==> config.mk <==
export PLATFORM = sky130hd
export DESIGN_NAME = postfix_expression_evaluator
export DESIGN_NICKNAME = d
export VERILOG_FILES = /design/src/pfx_pkg.sv /design/src/pfx_ram.sv /design/src/pfx_alu.sv /design/src/postfix_expression_evaluator.sv
export SDC_FILE = /design/constraint.sdc
export NUM_CORES = 2
export LEC_CHECK = 0
export ABC_AREA = 1
export BUFFER_PORTS_ARGS = -buffer_cell sky130_fd_sc_hd__buf_2
export CAP_MARGIN = 20
export CORE_ASPECT_RATIO = 0.75
export CORE_MARGIN = 2
export CORE_UTILIZATION = 45
export DETAILED_ROUTE_END_ITERATION = 10
export SETUP_SLACK_MARGIN = 0.4
export SYNTH_ARGS = -nofsm -noshare
export SYNTH_HDL_FRONTEND = slang
export SYNTH_HIERARCHICAL = 1
export SYNTH_SLANG_ARGS = --single-unit
export TNS_END_PERCENT = 10
==> constraint.sdc <==
create_clock -name clk -period 7.6 [get_ports clk]
set_clock_uncertainty 0.1 [all_clocks]
set_input_delay 1.14 -clock clk [delete_from_list [all_inputs] [get_ports clk]]
set_output_delay 1.14 -clock clk [all_outputs]
set_load 0.01 [all_outputs]
==> src/pfx_pkg.sv <==
// Shared types and constants for the postfix expression evaluator.
`timescale 1ns / 1ps

package pfx_pkg;

	localparam logic [2:0] STATUS_OK       = 3'd0;
	localparam logic [2:0] STATUS_MISSING  = 3'd1;
	localparam logic [2:0] STATUS_BADOP    = 3'd2;
	localparam logic [2:0] STATUS_OVERFLOW = 3'd3;
	localparam logic [2:0] STATUS_DIVZERO  = 3'd4;
	localparam logic [2:0] STATUS_NOTONE   = 3'd5;

	localparam logic [7:0] CH_MUL = 8'h2A; // '*'
	localparam logic [7:0] CH_DIV = 8'h2F; // '/'
	localparam logic [7:0] CH_REM = 8'h25; // '%'
	localparam logic [7:0] CH_ADD = 8'h2B; // '+'
	localparam logic [7:0] CH_SUB = 8'h2D; // '-'

	// Iteration counts of the serial unit, one bit per cycle
	localparam logic [5:0] MUL_STEPS = 6'd32;
	localparam logic [5:0] DIV_STEPS = 6'd48;
	localparam logic [5:0] REM_STEPS = 6'd16;
	localparam logic [5:0] ADD_STEPS = 6'd32;

	localparam logic [31:0] Q_MAX = 32'h7FFF_FFFF;
	localparam logic [31:0] Q_MIN = 32'h8000_0000;

	typedef enum logic [2:0] {
		OP_MUL,
		OP_DIV,
		OP_REM,
		OP_ADD,
		OP_SUB
	} alu_op_t;

	typedef struct packed {
		logic    known;
		alu_op_t op;
	} op_dec_t;

	typedef struct packed {
		logic              kind;
		logic signed [31:0] operand;
		logic [7:0]         op_char;
		logic               last;
	} token_t;

	typedef struct packed {
		logic signed [31:0] answer;
		logic [2:0]         status;
	} result_t;

	typedef struct packed {
		logic    start;
		alu_op_t op;
	} alu_req_t;

	typedef struct packed {
		logic        done;
		logic [31:0] result;
	} alu_rsp_t;

	typedef enum logic [1:0] {
		A_IDLE,
		A_RUN,
		A_FIN
	} alu_state_t;

	typedef enum logic [2:0] {
		S_IDLE,
		S_DECODE,
		S_RD_B,
		S_RD_A,
		S_CHECK,
		S_CALC,
		S_FINISH,
		S_EMIT
	} ctl_state_t;

	function automatic op_dec_t decode_op(input logic [7:0] ch);
		op_dec_t d;
		d.known = 1'b1;
		d.op    = OP_ADD;
		unique case (ch)
			CH_MUL:  d.op = OP_MUL;
			CH_DIV:  d.op = OP_DIV;
			CH_REM:  d.op = OP_REM;
			CH_ADD:  d.op = OP_ADD;
			CH_SUB:  d.op = OP_SUB;
			default: d.known = 1'b0;
		endcase
		return d;
	endfunction

	// Saturate a magnitude with a sign to signed 32 bits
	function automatic logic [31:0] sat_mag(input logic [47:0] m, input logic neg);
		logic [31:0] r;
		if (neg) begin
			if (m > 48'h0000_8000_0000) r = Q_MIN;
			else r = ~m[31:0] + 32'd1;
		end else begin
			if (m > 48'h0000_7FFF_FFFF) r = Q_MAX;
			else r = m[31:0];
		end
		return r;
	endfunction

endpackage

==> src/pfx_ram.sv <==
// Generic single-write, single-read RAM with registered read data.
`timescale 1ns / 1ps

module pfx_ram #(
	parameter int WIDTH = 32,
	parameter int DEPTH = 16
) (
	input  logic                     clk,
	input  logic                     we,
	input  logic [$clog2(DEPTH)-1:0] waddr,
	input  logic [WIDTH-1:0]         wdata,
	input  logic [$clog2(DEPTH)-1:0] raddr,
	output logic [WIDTH-1:0]         rdata
);

	logic [WIDTH-1:0] mem_q [DEPTH];
	logic [WIDTH-1:0] rdata_q;

	always_ff @(posedge clk) begin
		if (we) begin
			mem_q[waddr] <= wdata;
		end
		rdata_q <= mem_q[raddr];
	end

	assign rdata = rdata_q;

endmodule

==> src/pfx_alu.sv <==
// Bit-serial Q16.16 arithmetic unit: multiply, divide, remainder, add, subtract.
`timescale 1ns / 1ps

module pfx_alu import pfx_pkg::*; (
	input  logic               clk,
	input  logic               arst_n,
	input  alu_req_t           req,
	input  logic signed [31:0] a,
	input  logic signed [31:0] b,
	output alu_rsp_t           rsp
);

	alu_state_t  state_q, state_d;
	alu_op_t     op_q;
	logic [5:0]  cnt_q;
	logic        neg_q;
	logic        c_q;
	logic        ovf_q;
	logic [31:0] d_q;
	logic [31:0] hi_q;
	logic [31:0] lo_q;
	logic [47:0] dvd_q;
	logic [31:0] result_q;
	logic        done_q;

	logic [31:0] a_u, b_u, mag_a, mag_b;
	logic [32:0] mul_sum;
	logic [32:0] div_t, div_diff;
	logic        div_ge;
	logic        add_s, add_c;
	logic [47:0] mul_m;
	logic [31:0] rem_val;
	logic [31:0] fin_val;

	assign a_u   = a;
	assign b_u   = b;
	assign mag_a = a_u[31] ? ~a_u + 32'd1 : a_u;
	assign mag_b = b_u[31] ? ~b_u + 32'd1 : b_u;

	assign mul_sum  = {1'b0, hi_q} + {1'b0, (lo_q[0] ? d_q : 32'd0)};
	assign div_t    = {hi_q, dvd_q[47]};
	assign div_ge   = div_t >= {1'b0, d_q};
	assign div_diff = div_t - {1'b0, d_q};
	assign add_s    = hi_q[0] ^ d_q[0] ^ c_q;
	assign add_c    = (hi_q[0] & d_q[0]) | (c_q & (hi_q[0] ^ d_q[0]));

	// Negative products round toward minus infinity: bump the magnitude on lost bits
	assign mul_m   = {hi_q, lo_q[31:16]} + {47'd0, neg_q & (|lo_q[15:0])};
	assign rem_val = neg_q ? ~{hi_q[15:0], 16'd0} + 32'd1 : {hi_q[15:0], 16'd0};

	always_comb begin
		case (op_q) inside
			OP_MUL:         fin_val = sat_mag(mul_m, neg_q);
			OP_DIV:         fin_val = sat_mag(dvd_q, neg_q);
			OP_REM:         fin_val = rem_val;
			OP_ADD, OP_SUB: fin_val = ovf_q ? (lo_q[31] ? Q_MAX : Q_MIN) : lo_q;
			default:        fin_val = lo_q;
		endcase
	end

	always_comb begin
		state_d = state_q;
		unique case (state_q)
			A_IDLE:  if (req.start) state_d = A_RUN;
			A_RUN:   if (cnt_q == 6'd0) state_d = A_FIN;
			A_FIN:   state_d = A_IDLE;
			default: state_d = A_IDLE;
		endcase
	end

	always_ff @(posedge clk or negedge arst_n) begin
		if (!arst_n) begin
			state_q <= A_IDLE;
			done_q  <= 1'b0;
		end else begin
			state_q <= state_d;
			done_q  <= (state_q == A_FIN);
		end
	end

	always_ff @(posedge clk) begin
		unique case (state_q)
			A_IDLE: begin
				if (req.start) begin
					op_q <= req.op;
					case (req.op) inside
						OP_MUL: begin
							hi_q  <= 32'd0;
							d_q   <= mag_a;
							lo_q  <= mag_b;
							neg_q <= a_u[31] ^ b_u[31];
							cnt_q <= MUL_STEPS - 6'd1;
						end
						OP_DIV: begin
							hi_q  <= 32'd0;
							dvd_q <= {mag_a, 16'd0};
							d_q   <= mag_b;
							neg_q <= a_u[31] ^ b_u[31];
							cnt_q <= DIV_STEPS - 6'd1;
						end
						OP_REM: begin
							// integer parts only; remainder takes the dividend's sign
							hi_q  <= 32'd0;
							dvd_q <= {mag_a[31:16], 32'd0};
							d_q   <= {16'd0, mag_b[31:16]};
							neg_q <= a_u[31];
							cnt_q <= REM_STEPS - 6'd1;
						end
						default: begin
							hi_q  <= a_u;
							d_q   <= (req.op == OP_SUB) ? ~b_u : b_u;
							c_q   <= (req.op == OP_SUB);
							cnt_q <= ADD_STEPS - 6'd1;
						end
					endcase
				end
			end
			A_RUN: begin
				cnt_q <= cnt_q - 6'd1;
				case (op_q) inside
					OP_MUL: begin
						hi_q <= mul_sum[32:1];
						lo_q <= {mul_sum[0], lo_q[31:1]};
					end
					OP_DIV, OP_REM: begin
						hi_q  <= div_ge ? div_diff[31:0] : div_t[31:0];
						dvd_q <= {dvd_q[46:0], div_ge};
					end
					default: begin
						hi_q  <= {1'b0, hi_q[31:1]};
						d_q   <= {1'b0, d_q[31:1]};
						lo_q  <= {add_s, lo_q[31:1]};
						c_q   <= add_c;
						// the last write holds the sign-bit overflow
						ovf_q <= c_q ^ add_c;
					end
				endcase
			end
			A_FIN: result_q <= fin_val;
			default: ;
		endcase
	end

	assign rsp.done   = done_q;
	assign rsp.result = result_q;

endmodule

==> src/postfix_expression_evaluator.sv <==
// Postfix expression evaluator: token sequencer, operand stack and serial arithmetic.
// A number token passes through decode and finish; an operator also reads both stack
// operands, checks for division by zero and runs the serial unit (32 steps for * + -,
// 48 for /, 16 for %), one quotient or product bit per cycle. A last token then loads
// the result register once it is free. One token at a time; a new token is accepted
// while an earlier result waits. Reset clears the stack count, error latch and result
// valid; stack entries are not cleared.
`timescale 1ns / 1ps

module postfix_expression_evaluator import pfx_pkg::*; #(
	parameter int STACK_DEPTH = 16
) (
	input  logic    clk,
	input  logic    arst_n,
	input  logic    item_valid,
	output logic    item_stall,
	input  token_t  item,
	output logic    result_valid,
	input  logic    result_stall,
	output result_t result
);

	localparam int IDX_W = $clog2(STACK_DEPTH);
	localparam int CNT_W = $clog2(STACK_DEPTH + 1);

	ctl_state_t         state_q, state_d;
	logic [CNT_W-1:0]   count_q;
	logic [2:0]         err_q;
	token_t             tok_q;
	logic signed [31:0] a_q, b_q;
	logic               result_valid_q;
	result_t            result_q;

	logic [CNT_W-1:0] cnt_m1, cnt_m2;
	op_dec_t          dec;
	logic             b_int_zero, div_zero;
	logic             ram_we;
	logic [IDX_W-1:0] ram_waddr, ram_raddr;
	logic [31:0]      ram_wdata, ram_rdata;
	logic             cnt_inc, cnt_dec, err_set, out_load;
	logic [2:0]       err_code;
	alu_req_t         alu_req;
	alu_rsp_t         alu_rsp;
	result_t          out_d;

	assign cnt_m1 = count_q - CNT_W'(1);
	assign cnt_m2 = count_q - CNT_W'(2);
	assign dec    = decode_op(tok_q.op_char);

	assign b_int_zero = (b_q[31:16] == 16'h0000)
		|| (b_q[31:16] == 16'hFFFF && b_q[15:0] != 16'h0000);
	assign div_zero = (dec.op == OP_DIV && b_q == 32'sd0)
		|| (dec.op == OP_REM && b_int_zero);

	pfx_ram #(
		.WIDTH(32),
		.DEPTH(STACK_DEPTH)
	) u_stack (
		.clk  (clk),
		.we   (ram_we),
		.waddr(ram_waddr),
		.wdata(ram_wdata),
		.raddr(ram_raddr),
		.rdata(ram_rdata)
	);

	pfx_alu u_alu (
		.clk   (clk),
		.arst_n(arst_n),
		.req   (alu_req),
		.a     (a_q),
		.b     (b_q),
		.rsp   (alu_rsp)
	);

	always_comb begin
		state_d   = state_q;
		ram_we    = 1'b0;
		ram_waddr = count_q[IDX_W-1:0];
		ram_wdata = tok_q.operand;
		ram_raddr = '0;
		cnt_inc   = 1'b0;
		cnt_dec   = 1'b0;
		err_set   = 1'b0;
		err_code  = STATUS_OK;
		alu_req   = '{start: 1'b0, op: dec.op};
		out_load  = 1'b0;
		unique case (state_q)
			S_IDLE: begin
				if (item_valid) state_d = S_DECODE;
			end
			S_DECODE: begin
				state_d = S_FINISH;
				if (err_q == STATUS_OK) begin
					if (!tok_q.kind) begin
						if (count_q == CNT_W'(STACK_DEPTH)) begin
							err_set  = 1'b1;
							err_code = STATUS_OVERFLOW;
						end else begin
							ram_we  = 1'b1;
							cnt_inc = 1'b1;
						end
					end else if (count_q < CNT_W'(2)) begin
						err_set  = 1'b1;
						err_code = STATUS_MISSING;
					end else if (!dec.known) begin
						err_set  = 1'b1;
						err_code = STATUS_BADOP;
					end else begin
						ram_raddr = cnt_m1[IDX_W-1:0];
						state_d   = S_RD_B;
					end
				end
			end
			S_RD_B: begin
				ram_raddr = cnt_m2[IDX_W-1:0];
				state_d   = S_RD_A;
			end
			S_RD_A: state_d = S_CHECK;
			S_CHECK: begin
				if (div_zero) begin
					err_set  = 1'b1;
					err_code = STATUS_DIVZERO;
					state_d  = S_FINISH;
				end else begin
					alu_req.start = 1'b1;
					state_d       = S_CALC;
				end
			end
			S_CALC: begin
				if (alu_rsp.done) begin
					// drop two operands, push the result in the lower slot
					ram_we    = 1'b1;
					ram_waddr = cnt_m2[IDX_W-1:0];
					ram_wdata = alu_rsp.result;
					cnt_dec   = 1'b1;
					state_d   = S_FINISH;
				end
			end
			S_FINISH: begin
				state_d = tok_q.last ? S_EMIT : S_IDLE;
			end
			S_EMIT: begin
				// hold until the result register frees up
				if (!result_valid_q || !result_stall) begin
					out_load = 1'b1;
					state_d  = S_IDLE;
				end
			end
			default: state_d = S_IDLE;
		endcase
	end

	always_comb begin
		out_d.answer = 32'sd0;
		out_d.status = err_q;
		if (err_q == STATUS_OK) begin
			if (count_q != CNT_W'(1)) out_d.status = STATUS_NOTONE;
			else out_d.answer = ram_rdata;
		end
	end

	always_ff @(posedge clk or negedge arst_n) begin
		if (!arst_n) begin
			state_q        <= S_IDLE;
			count_q        <= '0;
			err_q          <= STATUS_OK;
			result_valid_q <= 1'b0;
		end else begin
			state_q <= state_d;
			if (out_load) begin
				count_q <= '0;
				err_q   <= STATUS_OK;
			end else begin
				if (cnt_inc) count_q <= count_q + CNT_W'(1);
				else if (cnt_dec) count_q <= cnt_m1;
				if (err_set) err_q <= err_code;
			end
			if (out_load) result_valid_q <= 1'b1;
			else if (!result_stall) result_valid_q <= 1'b0;
		end
	end

	always_ff @(posedge clk) begin
		if (state_q == S_IDLE && item_valid) tok_q <= item;
		if (state_q == S_RD_B) b_q <= ram_rdata;
		if (state_q == S_RD_A) a_q <= ram_rdata;
		if (out_load) result_q <= out_d;
	end

	assign item_stall   = (state_q != S_IDLE);
	assign result_valid = result_valid_q;
	assign result       = result_q;

endmodule
==> metrics.md <==
| Metric | Value |
|---|---|
| Run status | finished, final reports clean |
| Worst slack, placed | ~2.5 ns |
| Area of the multi-input gates | around 19,000 µm² |
| Share of cells above drive strength 1 | between 6 and 7% |
| CTS Root Buffer Type | clkbuf_16 |
| Combinational group share of total power | less than 1% |
| Max_slew headroom | approximately 16% |
| Crit-path max FO | 32 |
| Clock-pin slew on the worst setup and hold paths | about 0.070 ns |
| RSZ-0062 raised after global routing | false |
| Compound-gate portion of the synthesized area | 7.28% |
| Final worst slack | 2.23 ns |
| Chip height | 292 µm |
| Clk buf depth | 3 |
| CTS Hold Bufs | 0 |
| Net Switching | a little over 2 mW |
| WP data required | 7.83 ns |
| Die X | between 300 and 400 µm |
| Maxcap violations | 0 |
| Largest family of logic cells by synthesized area | simple AND/OR/NAND/NOR gates |
| Final ANT Viol Nets | 0 |
| Clk pwr share | 46.6% |
| GRT Total Usage | a little under a third |
| WL final | between 150,000 and 200,000 µm |
| TritonCTS clock tree | built |
| Drt drc | 0 |
| Placed Area | 51,600 µm² |
| Initial drt markers | 6,355 |
| PnR Total Power | slightly below 10 mW |
| Slew @ Worst Pin | about 1.3 ns |
| Synth Area in XOR/XNOR | approximately 2.6% |
| Synth warn | 6 |
| FP Rows | about 110 |
| Number of global-route vias before repair | between 30,000 and 40,000 |
| Pre-antenna DRT Iters | 8 |
| Yosys top cell area share | 50.7% |
| Lkg Pwr | between 20 and 25 nW |
| Synth area leaders | edfxtp_1, nand2_1, inv_1, nand3_1, nor2_1 |
| Fmax | roughly 190 MHz |
| Remaining global-route overflow | 0 |
| # IOs | 83 |
| Distinct cells, synth | 63 |
| EDFF count, synth | approximately 840 |
| Post-DP HPWL | 129,000 µm |
| Syn Nets | around 6,100 |
| Core Region | between 100,000 and 150,000 µm² |
| Full die area | between 100,000 and 150,000 µm² |
| Min-delay worst type | in2async |
| Setup crit start | tok_q[1] |
| Fraction of the mapped netlist area in simple logic gates | 26.1% |
| Setup TNS | 0 ns |
| Mean post-synth cell area | 8.34 µm² |
| Ys flop type | edfxtp_1 |
| Avg WL per Cell | 24.1 µm |
| Via count | approximately 42,000 |
| Post-CTS resize count | 0 |
| Max Slew Vio Count | 0 |
| Initial antenna violation count | 15 |
| Fin nets | about 6,100 |
| Register area | 26,300 µm² |
| Worst r2r src | tok_q[1] |
| Final hold vios | 0 |
| Synth Instances | roughly 6,000 |
| Synth async-reset ratio | approximately 1.7% |
| CP Launch Type | register |
| WS Path Type | reg2reg |
| Post-synthesis adder-cell area fraction | about 2.1% |
| Vias per cell | around 5.7 |
| Sequential element share of the synthesized area | ~53% |
| Port Buffer Count | 82 |
| H-tree depth reported by CTS | 3 |
| Max IR drop VDD | 0.171 mV |
| Final setup vio count | 0 |
| Routability cong. | slightly above 1 |
| Worst setup EP type | register |
| Internal power | between 7 and 8 mW |
| # Post-CTS Setup Buffers | 0 |
| CP Data Arrival Time | about 5.6 ns |
| Effective utilization at floorplan | between 40 and 50% |
| Largest net degree at the start of global routing | 174 |
| Area grow syn2layout | 9.80% |
| Clk sinks | about 890 |
| Switch share | approximately a fifth |
| Mux contribution to synthesized area | 0% |
| Post-route minimum period | around 5.4 ns |
| Design area | 54,700 µm² |
| First-pass GRT wire length | about 260,000 µm |
| Synth Cell Area | ~50,000 µm² |
| Synthesized flop and latch total | between 800 and 900 |
| Dominant cell type by area after synthesis | edfxtp_1 |
| Filler cell count | approximately 11,000 |
| Sequential Power Share | 53.2% |
| Worst skew pair latency | between 0.7 and 0.8 ns |
| Pwr dens | 181 nW/µm² |
| Final worst-path cycle share | 70.6% |
| Inserted Clock Buffers | 90 |
## cell type report
| cell class | count | share of cell area (%) |
|---|---|---|
| Antenna cell | 2 | 0.00916 |
| Clock buffer | 114 | 4.54 |
| Clock inverter | 56 | 1.08 |
| Inverter | 880 | 6.07 |
| Multi-Input combinational cell | 3976 | 35.2 |
| Sequential cell | 888 | 48.1 |
| Tap cell | 1444 | 3.31 |
| Timing Repair Buffer | 150 | 1.74 |
## worst paths after layout
check | endpoint | slack (ns) | cells after the start
setup / recovery | u_alu/dvd_q[3] | 2.23 | 13
hold reg to reg | b_q[31] | 0.43 | 0
max in group asynchronous | err_q[2] | 6.68 | 1
setup reg to reg | u_alu/dvd_q[3] | 2.23 | 13
min in group clk | b_q[31] | 0.43 | 0
hold / removal | count_q[2] | 0.32 | 1
## state kept, by name, indices dropped and copies added, names as in the netlist
signal	cells
u_alu/dvd_q	48
u_alu/c_q	1
tok_q	42
b_q	32
u_alu/lo_q	32
u_alu/ovf_q	1
u_alu/result_q	32
u_stack/mem_q	512
u_alu/op_q	3
a_q	32
count_q	5
u_alu/done_q	1
err_q	3
u_alu/cnt_q	6
u_alu/hi_q	32
u_alu/state_q	2
result	35
u_stack/rdata	32
result_valid	1
state_q	3
u_alu/d_q	32
u_alu/neg_q	1
## worst max-delay path, stage by stage (launching register included)
cell	delay (ns)
edfxtp_1	0.43
nand2_1	0.11
nor2_1	0.06
nand2_1	0.09
inv_1	0.16
o21bai_1	0.68
inv_1	0.09
nor3_1	0.21
buf_4	0.23
clkinv_1	0.43
nand2_1	0.64
inv_1	0.25
a221oi_4	0.90
buf_4	0.57
## layer usage
metal | vias up | global-route usage [%] | routed length (µm) | part of all wire (%)
met1 | 20284 | 51.8 | 85400 | 47
li1 | 19588 | - | - | -
met3 | 216 | 7.31 | 23100 | 13
met4 | 10 | 6.79 | 3720 | 2.1
met5 | - | 0 | 60 | 0.033
met2 | 2381 | 41.0 | 68800 | 38
## cells in the final DEF (no fill, tap or decap), drive strengths merged, types with 15 or more instances in the layout
cell    synthesis  final
a21oi         197    197
buf           129    150
clkbuf         99    114
clkinv          4     45
dfrtp          15     15
dfxtp          32     32
edfxtp        841    841
ha             80     80
inv           876    884
nand2        1854   1854
nand3         629    629
nand4          52     52
nor2          475    475
nor3           41     41
nor4           20     20
o211ai         29     29
o21ai         298    298
o21bai         21     21
o22ai          37     37
xnor2          28     28
xor2          120    120
## cells by family (layout without fill, tap and decap cells)
group,after synthesis,count (layout)
AO/OA/AOI/OAI,649,649
XOR/XNOR,148,148
adder cells (fa/ha/maj),83,83
buffers and inverters,1108,1200
flip-flops,888,888
other,0,2
AND/OR/NAND/NOR,3096,3096
## power groups by stage
stage	clock, mW	sequential (mW)	combinational [mW]
after global routing	4.86	5.27	0.0176
after CTS	4.68	5.27	0.0161
after floorplan	0	5.38	0.000169
final	4.62	5.27	0.0161
after detailed placement	0	5.38	0.0161
after global placement	0	5.38	0.0162
## through the flow
| stage | utilization (%) | hold WS [ns] | cells |
|---|---|---|---|
| after floorplan | - | 0.326 | 5972 |
| after global placement | 47.1 | 0.408 | 7336 |
| after detailed placement | 47.1 | 0.408 | 7337 |
| after CTS | 49.9 | 0.278 | 7507 |
| after global routing | 49.9 | 0.298 | 7508 |
| final | 49.9 | 0.316 | 7510 |
## synth_stat cells (all sizes together), types with 14 or more instances
library cell / count
a21o: 14
a21oi: 197
a31oi: 14
buf: 129
clkbuf: 99
dfrtp: 15
dfxtp: 32
edfxtp: 841
ha: 80
inv: 876
nand2: 1854
nand3: 629
nand4: 52
nor2: 475
nor3: 41
nor4: 20
o211ai: 29
o21ai: 298
o21bai: 21
o22ai: 37
xnor2: 28
xor2: 120
(Power assumes the default switching activity.)
